--- src/kmst_pkg.sv ---
// shared sizes, types and state codes for the minimum spanning tree block
// no dependencies
package kmst_pkg;
  localparam int MAX_VERTICES = 16;
  localparam int MAX_EDGES = 64;
  localparam int VW = $clog2(MAX_VERTICES);
  localparam int EW = $clog2(MAX_EDGES);
  localparam int WW = 16;
  localparam int EDGE_W = 2 * VW + WW;
  localparam int KEY_W = WW + EW;

  typedef struct packed {
    logic          init;
    logic          merge;
    logic [VW-1:0] ra;
    logic [VW-1:0] rb;
  } uf_cmd_t;

  typedef enum logic [4:0] {
    S_LOAD  = 5'b00001,
    S_SCAN  = 5'b00010,
    S_FINDA = 5'b00100,
    S_FINDB = 5'b01000,
    S_EMIT  = 5'b10000
  } state_t;
endpackage

--- src/kmst_ram.sv ---
// generic single write port ram with registered read
// no dependencies
module kmst_ram #(
  parameter int W = 8,
  parameter int D = 16
) (
  input  logic                 clk,
  input  logic                 we,
  input  logic [$clog2(D)-1:0] waddr,
  input  logic [W-1:0]         wdata,
  input  logic [$clog2(D)-1:0] raddr,
  output logic [W-1:0]         rdata
);
  logic [W-1:0] mem [D];

  always_ff @(posedge clk) begin
    if (we) begin
      mem[waddr] <= wdata;
    end
    rdata <= mem[raddr];
  end
endmodule

--- src/kmst_uf.sv ---
// union-find parent and rank storage, one parent lookup per cycle
// depends on kmst_pkg
module kmst_uf import kmst_pkg::*; (
  input  logic          clk,
  input  logic          rst_n,
  input  uf_cmd_t       cmd,
  input  logic [VW-1:0] look_v,
  output logic [VW-1:0] look_parent
);
  logic [VW-1:0] parent_r [MAX_VERTICES];
  logic [2:0]    rank_r [MAX_VERTICES];

  assign look_parent = parent_r[look_v];

  always_ff @(posedge clk) begin
    if (!rst_n || cmd.init) begin
      for (int v = 0; v < MAX_VERTICES; v++) begin
        parent_r[v] <= VW'(v);
        rank_r[v] <= '0;
      end
    end else if (cmd.merge) begin
      if (rank_r[cmd.ra] < rank_r[cmd.rb]) begin
        parent_r[cmd.ra] <= cmd.rb;
      end else if (rank_r[cmd.ra] > rank_r[cmd.rb]) begin
        parent_r[cmd.rb] <= cmd.ra;
      end else begin
        parent_r[cmd.rb] <= cmd.ra;
        rank_r[cmd.ra] <= rank_r[cmd.ra] + 3'd1;
      end
    end
  end
endmodule

--- src/kruskal_minimum_spanning_tree.sv ---
// top level: edge loading, minimum search sequencer, union-find walk, result output
// depends on kmst_pkg, kmst_ram, kmst_uf
//
// channel  dir  tdata / payload                     marks
// in_      in   src[3:0] dst[7:4] weight[23:8]      tlast = final edge
// out_     out  src[3:0] dst[7:4] weight[23:8]      tuser no_edge,spanning,dropped; tlast
// cfg_     in   vertex_count[4:0]                   always ready
//
// edges load one per cycle while in the load state; after the final edge every stored edge
// taken in sorted order costs one scan of all stored edges through the ram read port for
// the next smallest key and, if both ends are in range, a walk of both parent chains, which
// union by rank keeps at 4 links or fewer; reset is synchronous and needs no clearing pass;
// input stalls during a run and output stalls simply hold the current result
module kruskal_minimum_spanning_tree import kmst_pkg::*; (
  input  logic              clk,
  input  logic              rst_n,
  input  logic              in_tvalid,
  output logic              in_tready,
  input  logic [23:0]       in_tdata,  // src_vertex, dst_vertex, edge_weight
  input  logic              in_tlast,
  output logic              out_tvalid,
  input  logic              out_tready,
  output logic [23:0]       out_tdata, // tree_src, tree_dst, tree_weight
  output logic [2:0]        out_tuser, // no_edge, spanning, dropped
  output logic              out_tlast,
  input  logic              cfg_valid,
  output logic              cfg_ready,
  input  logic [4:0]        cfg_data
);
  state_t state_r, state_nxt;
  logic [4:0]        vc_r;
  logic [VW:0]       vce_r, vce_nxt, vce_cfg;
  logic [EW:0]       total_r, total_nxt, scan_idx_r, scan_idx_nxt;
  logic              ovf_r, ovf_nxt, rd_valid_r, rd_valid_nxt;
  logic [EW-1:0]     rd_idx_r, rd_idx_nxt;
  logic              have_last_r, have_last_nxt, have_best_r, have_best_nxt;
  logic [KEY_W-1:0]  last_key_r, last_key_nxt, best_key_r, best_key_nxt, key;
  logic [EDGE_W-1:0] best_edge_r, best_edge_nxt, rdata, wdata;
  logic [VW-1:0]     cur_r, cur_nxt, ra_r, ra_nxt, cnt_r, cnt_nxt;
  logic [VW-1:0]     out_idx_r, out_idx_nxt, parent, a_v, b_v;
  logic [EDGE_W-1:0] acc_r [MAX_VERTICES-1];
  logic              acc_we, ram_we, in_xfer, out_xfer, cand, marker, last;
  uf_cmd_t           uf_cmd;

  assign cfg_ready = 1'b1;
  assign in_tready = (state_r == S_LOAD);
  assign in_xfer = in_tvalid && in_tready;
  assign out_tvalid = (state_r == S_EMIT);
  assign out_xfer = out_tvalid && out_tready;

  assign vce_cfg = (vc_r == 5'd0) ? (VW+1)'(1) :
                   ({1'b0, vc_r} > 6'(MAX_VERTICES)) ? (VW+1)'(MAX_VERTICES) :
                   (VW+1)'(vc_r);

  assign wdata = {in_tdata[3:0], in_tdata[7:4], in_tdata[23:8]};
  assign ram_we = in_xfer && (total_r < (EW+1)'(MAX_EDGES));

  kmst_ram #(.W(EDGE_W), .D(MAX_EDGES)) u_store (
    .clk(clk), .we(ram_we), .waddr(total_r[EW-1:0]), .wdata(wdata),
    .raddr(scan_idx_r[EW-1:0]), .rdata(rdata)
  );

  kmst_uf u_uf (.clk(clk), .rst_n(rst_n), .cmd(uf_cmd), .look_v(cur_r), .look_parent(parent));

  assign key = {~rdata[WW-1], rdata[WW-2:0], rd_idx_r};
  assign cand = rd_valid_r && (!have_last_r || key > last_key_r) &&
                (!have_best_r || key < best_key_r);
  assign a_v = best_edge_r[EDGE_W-1 -: VW];
  assign b_v = best_edge_r[EDGE_W-VW-1 -: VW];

  assign marker = (cnt_r == '0);
  assign last = marker || (out_idx_r == cnt_r - VW'(1));
  assign out_tdata = marker ? '0 :
      {acc_r[out_idx_r][WW-1:0], acc_r[out_idx_r][EDGE_W-VW-1 -: VW],
       acc_r[out_idx_r][EDGE_W-1 -: VW]};
  assign out_tuser = {ovf_r,
                      marker ? (vce_r == (VW+1)'(1)) : ({1'b0, cnt_r} == vce_r - (VW+1)'(1)),
                      marker};
  assign out_tlast = last;

  always_comb begin
    state_nxt = state_r;
    total_nxt = total_r;
    ovf_nxt = ovf_r;
    vce_nxt = vce_r;
    scan_idx_nxt = scan_idx_r;
    rd_valid_nxt = 1'b0;
    rd_idx_nxt = rd_idx_r;
    have_last_nxt = have_last_r;
    last_key_nxt = last_key_r;
    have_best_nxt = have_best_r;
    best_key_nxt = best_key_r;
    best_edge_nxt = best_edge_r;
    cur_nxt = cur_r;
    ra_nxt = ra_r;
    cnt_nxt = cnt_r;
    out_idx_nxt = out_idx_r;
    acc_we = 1'b0;
    uf_cmd = '0;
    uf_cmd.ra = ra_r;
    uf_cmd.rb = cur_r;
    unique case (state_r)
      S_LOAD: begin
        if (in_xfer) begin
          if (ram_we) total_nxt = total_r + (EW+1)'(1);
          else ovf_nxt = 1'b1;
          if (in_tlast) begin
            uf_cmd.init = 1'b1;
            vce_nxt = vce_cfg;
            cnt_nxt = '0;
            out_idx_nxt = '0;
            scan_idx_nxt = '0;
            have_last_nxt = 1'b0;
            have_best_nxt = 1'b0;
            state_nxt = (vce_cfg == (VW+1)'(1)) ? S_EMIT : S_SCAN;
          end
        end
      end
      S_SCAN: begin
        if (cand) begin
          have_best_nxt = 1'b1;
          best_key_nxt = key;
          best_edge_nxt = rdata;
        end
        if (scan_idx_r < total_r) begin
          rd_valid_nxt = 1'b1;
          rd_idx_nxt = scan_idx_r[EW-1:0];
          scan_idx_nxt = scan_idx_r + (EW+1)'(1);
        end else if (!rd_valid_r) begin
          if (!have_best_r) begin
            state_nxt = S_EMIT;
          end else begin
            have_last_nxt = 1'b1;
            last_key_nxt = best_key_r;
            have_best_nxt = 1'b0;
            scan_idx_nxt = '0;
            if ({1'b0, a_v} >= vce_r || {1'b0, b_v} >= vce_r) begin
              state_nxt = S_SCAN;
            end else begin
              cur_nxt = a_v;
              state_nxt = S_FINDA;
            end
          end
        end
      end
      S_FINDA: begin
        if (parent == cur_r) begin
          ra_nxt = cur_r;
          cur_nxt = b_v;
          state_nxt = S_FINDB;
        end else begin
          cur_nxt = parent;
        end
      end
      S_FINDB: begin
        if (parent == cur_r) begin
          state_nxt = S_SCAN;
          if (ra_r != cur_r) begin
            acc_we = 1'b1;
            uf_cmd.merge = 1'b1;
            cnt_nxt = cnt_r + VW'(1);
            if ({1'b0, cnt_r} + (VW+1)'(1) == vce_r - (VW+1)'(1)) state_nxt = S_EMIT;
          end
        end else begin
          cur_nxt = parent;
        end
      end
      S_EMIT: begin
        if (out_xfer) begin
          if (last) begin
            total_nxt = '0;
            ovf_nxt = 1'b0;
            state_nxt = S_LOAD;
          end else begin
            out_idx_nxt = out_idx_r + VW'(1);
          end
        end
      end
      default: state_nxt = S_LOAD;
    endcase
  end

  always_ff @(posedge clk) begin
    if (!rst_n) begin
      state_r <= S_LOAD;
      vc_r <= 5'd16;
      total_r <= '0;
      ovf_r <= 1'b0;
      rd_valid_r <= 1'b0;
    end else begin
      state_r <= state_nxt;
      if (cfg_valid && cfg_ready) vc_r <= cfg_data;
      total_r <= total_nxt;
      ovf_r <= ovf_nxt;
      rd_valid_r <= rd_valid_nxt;
    end
  end

  always_ff @(posedge clk) begin
    vce_r <= vce_nxt;
    scan_idx_r <= scan_idx_nxt;
    rd_idx_r <= rd_idx_nxt;
    have_last_r <= have_last_nxt;
    last_key_r <= last_key_nxt;
    have_best_r <= have_best_nxt;
    best_key_r <= best_key_nxt;
    best_edge_r <= best_edge_nxt;
    cur_r <= cur_nxt;
    ra_r <= ra_nxt;
    cnt_r <= cnt_nxt;
    out_idx_r <= out_idx_nxt;
    if (acc_we) acc_r[cnt_r] <= best_edge_r;
  end

  a_no_overlap: assert property (@(posedge clk) disable iff (!rst_n)
    !(in_tready && out_tvalid)) else $error("input and output both open");
  a_total_cap: assert property (@(posedge clk) disable iff (!rst_n)
    total_r <= (EW+1)'(MAX_EDGES)) else $error("edge count past capacity");
  a_done_clears: assert property (@(posedge clk) disable iff (!rst_n)
    out_xfer && out_tlast |=> total_r == '0 && !ovf_r) else $error("run end not cleared");
  a_no_read_in_emit: assert property (@(posedge clk) disable iff (!rst_n)
    state_r == S_EMIT |-> !rd_valid_r) else $error("scan read pending at output");
endmodule

--- config.mk ---
export PLATFORM = sky130hd
export DESIGN_NAME = kruskal_minimum_spanning_tree
export DESIGN_NICKNAME = d
export VERILOG_FILES = /design/src/kmst_pkg.sv /design/src/kmst_ram.sv /design/src/kmst_uf.sv /design/src/kruskal_minimum_spanning_tree.sv
export SDC_FILE = /design/constraint.sdc
export NUM_CORES = 2
export LEC_CHECK = 0
export BUFFER_PORTS_ARGS = -buffer_cell sky130_fd_sc_hd__buf_2
export CORE_MARGIN = 10
export CORE_UTILIZATION = 44
export CTS_CLUSTER_DIAMETER = 40
export DETAILED_ROUTE_END_ITERATION = 8
export SLEW_MARGIN = 15
export SYNTH_ARGS = -nofsm -noshare
export SYNTH_HDL_FRONTEND = slang
export SYNTH_HIERARCHICAL = 1
export SYNTH_SLANG_ARGS = --single-unit
--- constraint.sdc ---
create_clock -name clk -period 7.1 [get_ports clk]
set_input_delay 1.065 -clock clk [delete_from_list [all_inputs] [get_ports clk]]
set_output_delay 1.065 -clock clk [all_outputs]
set_load 0.005 [all_outputs]
==> flow_results.org <==
** Outcome
- The run finished with clean final reports.

** Logic synthesis
- Average instance area after synthesis :: 20.16 um2
- YS warnings :: 6
- Fraction of synthesized cell area taken by the top area cell type :: 0.7373
- Counting flops with an async set or reset pin after synthesis yields a share of 0.
- After synthesis, the cell types taking the most area are edfxtp_1, mux4_2, mux2i_1.
- Leading cell types by count after synthesis :: edfxtp_1, mux4_2, nor2_1, nand2_1, mux2i_1
- The cell count after synthesis came out at 4236.
- Post-synth top area cell :: edfxtp_1
- Number of flops mapped to enable cells by yosys :: 2097
- In this run the cell area of the synthesized design comes to about 85000 um2.
- Count of distinct cell types in the synthesized netlist :: 76
- For this run, the leading register cell type out of synthesis is edfxtp_1.
- Proportion of synthesized chip area in sequential cells :: 0.7483
- Most used standard cell by instance count after synthesis :: edfxtp_1
- The synthesized design contains around 2100 register bits.
- Counting every net in the synthesized netlist gives between 4000 and 5000.

** Drt
- Detailed-route wire length :: ~200000 um
- Via density per instance :: 5.886
- Detailed-router iteration count before antenna repair :: 6
- The first routing iteration left 4543 violations.
- The detail route stage leaves a number of antenna-violating nets equal to 0.
- Routed wire per std cell :: around 28 um
- For this block, the via count after detailed routing is ~43000.
- Number of DRC violations after detailed routing :: 0

** Timing
- For this run, the top clock speed supported by timing is ~190 MHz.
- Setup repair after global routing left no endpoint under its margin.
- WHS :: 0.3799 ns
- The clock arrives with a little over 0.06 ns of skew.
- Of the available clock period, the critical path in the final layout requires 0.7562.
- Final Hold Violating Endpoints :: 0
- Measured against its own limit, the worst slew margin works out to 0.2509.
- Total negative slack for setup checks :: 0 ns
- At the pin with the least slew margin, the transition time is between 1 and 1.5 ns.
- The max-slew violation count is 0.
- Setup violations remaining at the end of the flow were counted as 0.
- For the finished layout, the period the worst path requires is between 5 and 6 ns.

** Floorplan
- The floorplan step defined a die boundary enclosing ~210000 um2.
- Die span in y :: around 460 um
- The floorplan has between 150 and 200 rows.
- The die is 460.6 um wide.
- The region available for standard cell placement spans roughly 190000 um2.
- I/O pin cnt :: between 60 and 70
- Starting utilization of the core area :: 0.4430

** Global route
- Largest net degree at the start of global routing :: roughly 110
- Antenna violations before repair :: 5
- First-pass GRT wire length :: between 300000 and 400000 um
- Summed over all layers, the global routing overflow is 0.
- Total track usage :: 0.1921
- The via count of the first global-routing pass is approximately 43000.

** Cells and area
- Post-route cell area :: a little under 100000 um2
- Fraction of layout instances using a drive strength above 1 :: 0.2775
- Compared with the post-synthesis result, the final layout area differs by 15.94%.
- Post-Layout Cell Count :: 7265
- The number of antenna diodes in the final layout is 0.
- In the final design database the tool counted ~4600 nets.

** Placement
- The congestion estimate from routability-driven global placement came to between 0.8 and 0.9.
- In this run, placement finished with an instance count of 6741.
- Area after DPL :: around 89000 um2
- Detailed placement ended at an HPWL of between 100000 and 150000 um.
- Input/output buffers :: 64

** Clock network
- Number of post-CTS setup repair buffers :: 0
- Counting the buffers created by CTS gives 306.
- H-Tree Level Count :: 5
- Hold bufs inserted after CTS :: 0
- Root buffer cell :: clkbuf_16
- Clock Pin Slew Worst Setup and Hold Paths :: around 0.050 ns
- TritonCTS sink count :: 2144
- After clock tree synthesis, the repair step resized 0 gates.
- At the later pin of the worst-skew pair, clock insertion delay measures approximately 0.92 ns.
- TritonCTS built the clock tree.
- The clock passes through at most 4 buffers.

** Setup path
- Critical path required time :: about 7.7 ns
- Delay of the slowest cell on the worst path :: about 0.96 ns
- Worst-path fanout max :: 22
- The setup path with the least slack is of type reg -> reg.
- The critical path goes through buf_4, buf_4, mux4_2, a22o_1, a221oi_1, ha_1, nand3b_1, a21oi_2, mux2i_2, nand2b_1.
- Slowest cell on the critical path :: mux2i_2
- Worst reg-to-reg path cell count :: 10
- Critical path startpoint category :: flip-flop
- CP Capture Type :: flip-flop
- The startpoint identified for the worst register-to-register timing path is cur_r[0].
- Counting stages on the worst path, the most repeated cell is buf_4.
- In this run the register-to-register setup slack is between 1.5 and 2 ns.
- STA puts the critical path data arrival time at approximately 5.9 ns.
- In this run the critical register-to-register path is captured at u_uf/parent_r[4][2].

** Hold path
- Min-delay worst type :: reg -> reg
- Hold Path Cell Cnt :: 0
- The startpoint identified for the worst hold timing path is u_store/rdata[21].
- Worst Hold Path EP :: best_edge_r[21]

** Flow run
- The tool flagged a number of max-cap violations equal to 0.

** Pwr
- P_leak :: 0.03190 uW
- Power Density :: roughly 320 nW/um2
- Worst-case vdd ir drop :: 0.0002304 V
[kinds of logic (layout without fill, tap and decap cells)]
family	count (synthesis)	in the layout	share of synthesized area
mux	679	679	0.1530
fa+ha+maj	71	71	0.01040
buf+inv	320	823	0.01862
xor+xnor	36	36	0.004175
other cells	1	1	0.00004391
flops	2144	2144	0.7483
simple gates	608	608	0.03452
compound gates	377	377	0.03088
[layer usage]
layer / GRT usage / vias up / wire [um]
li1: - / 18090 / -
met1: 0.2732 / 22640 / 86620
met2: 0.3032 / 1663 / 96650
met3: 0.03532 / 368 / 15520
met4: 0.05768 / 4 / 5909
met5: 0 / - / 28
[registers in the layout, summed over array words and instances (netlist names), 4 cells and up, named ones only]
| register | flops |
|---|---|
| u_store/mem | 1536 |
| acc_r | 360 |
| u_uf/parent_r | 64 |
| u_uf/rank_r | 48 |
| u_store/rdata | 24 |
| best_key_r | 22 |
| last_key_r | 22 |
| best_edge_r | 9 |
| scan_idx_r | 7 |
| total_r | 7 |
| rd_idx_r | 6 |
| state_r | 5 |
| vc_r | 5 |
| vce_r | 5 |
| cnt_r | 4 |
| cur_r | 4 |
| out_idx_r | 4 |
| ra_r | 4 |
[worst max-delay path, delay by kind of cell, from the launching register on]
| kind | cells | cell delay [ns] |
|---|---|---|
| multiplexers | 2 | 1.51 |
| AO/OA/AOI/OAI | 3 | 1.01 |
| flip-flops | 1 | 0.93 |
| AND/OR/NAND/NOR | 2 | 0.66 |
| buffers and inverters | 2 | 0.64 |
| adder cells (fa/ha/maj) | 1 | 0.28 |
[report_power, final]
part           switching, uW  internal [uW]
clock network           5520           9250
registers                181          14100
logic                   1680           1170
[through the flow]
step | utilization | total power [uW] | setup slack, ns
finish | 0.5136 | 31850 | 1.731
global route | 0.5136 | 32880 | 1.275
CTS | 0.5136 | 32130 | 1.612
detailed placement | 0.4620 | 17370 | 1.697
global placement | 0.4620 | 17340 | 1.728
floorplan | - | 16310 | 1.386
[worst max path at each step]
stage / startpoint / endpoint / slack [ns] / cells after the start
2_1_floorplan: cur_r[0] / acc_r[2][0] / 1.39 / 10
3_3_place_gp: cur_r[0] / u_uf/parent_r[12][2] / 1.73 / 13
6_report: cur_r[0] / u_uf/parent_r[4][2] / 1.73 / 10
3_5_place_dp: cur_r[0] / u_uf/parent_r[4][2] / 1.70 / 13
4_1_cts: cur_r[0] / u_uf/parent_r[4][2] / 1.61 / 13
5_1_grt: cur_r[0] / u_uf/parent_r[7][2] / 1.27 / 10
[layout make-up]
class                      count  area (um2)
sequential                  2144       63920
clock inverter               180        2019
clock buffer                 344        7926
timing repair buffer         214        1534
fill                       15170       93760
tap                         2526        3161
multi-input combinational   1772       20140
inverter                      85       319.1
[layout by cell type, fill, tap and decap left out, drive strengths merged, types with 15 or more instances in the layout]
master | Yosys | layout
a21o | 31 | 31
a21oi | 38 | 38
a221oi | 58 | 58
a22oi | 53 | 53
a31oi | 18 | 18
and2 | 45 | 45
buf | 136 | 214
bufinv | 0 | 32
clkbuf | 99 | 344
clkinv | 3 | 89
clkinvlp | 0 | 25
dfxtp | 47 | 47
edfxtp | 2097 | 2097
ha | 71 | 71
inv | 82 | 119
mux2 | 41 | 41
mux2i | 145 | 145
mux4 | 493 | 493
nand2 | 153 | 153
nand2b | 21 | 21
nand3 | 50 | 50
nand4 | 30 | 30
nor2 | 197 | 197
nor2b | 27 | 27
nor3 | 26 | 26
o211ai | 18 | 18
o21ai | 67 | 67
o22ai | 45 | 45
xnor2 | 20 | 20
xor2 | 15 | 15
Note: power is estimated with default switching activity, not from simulation.
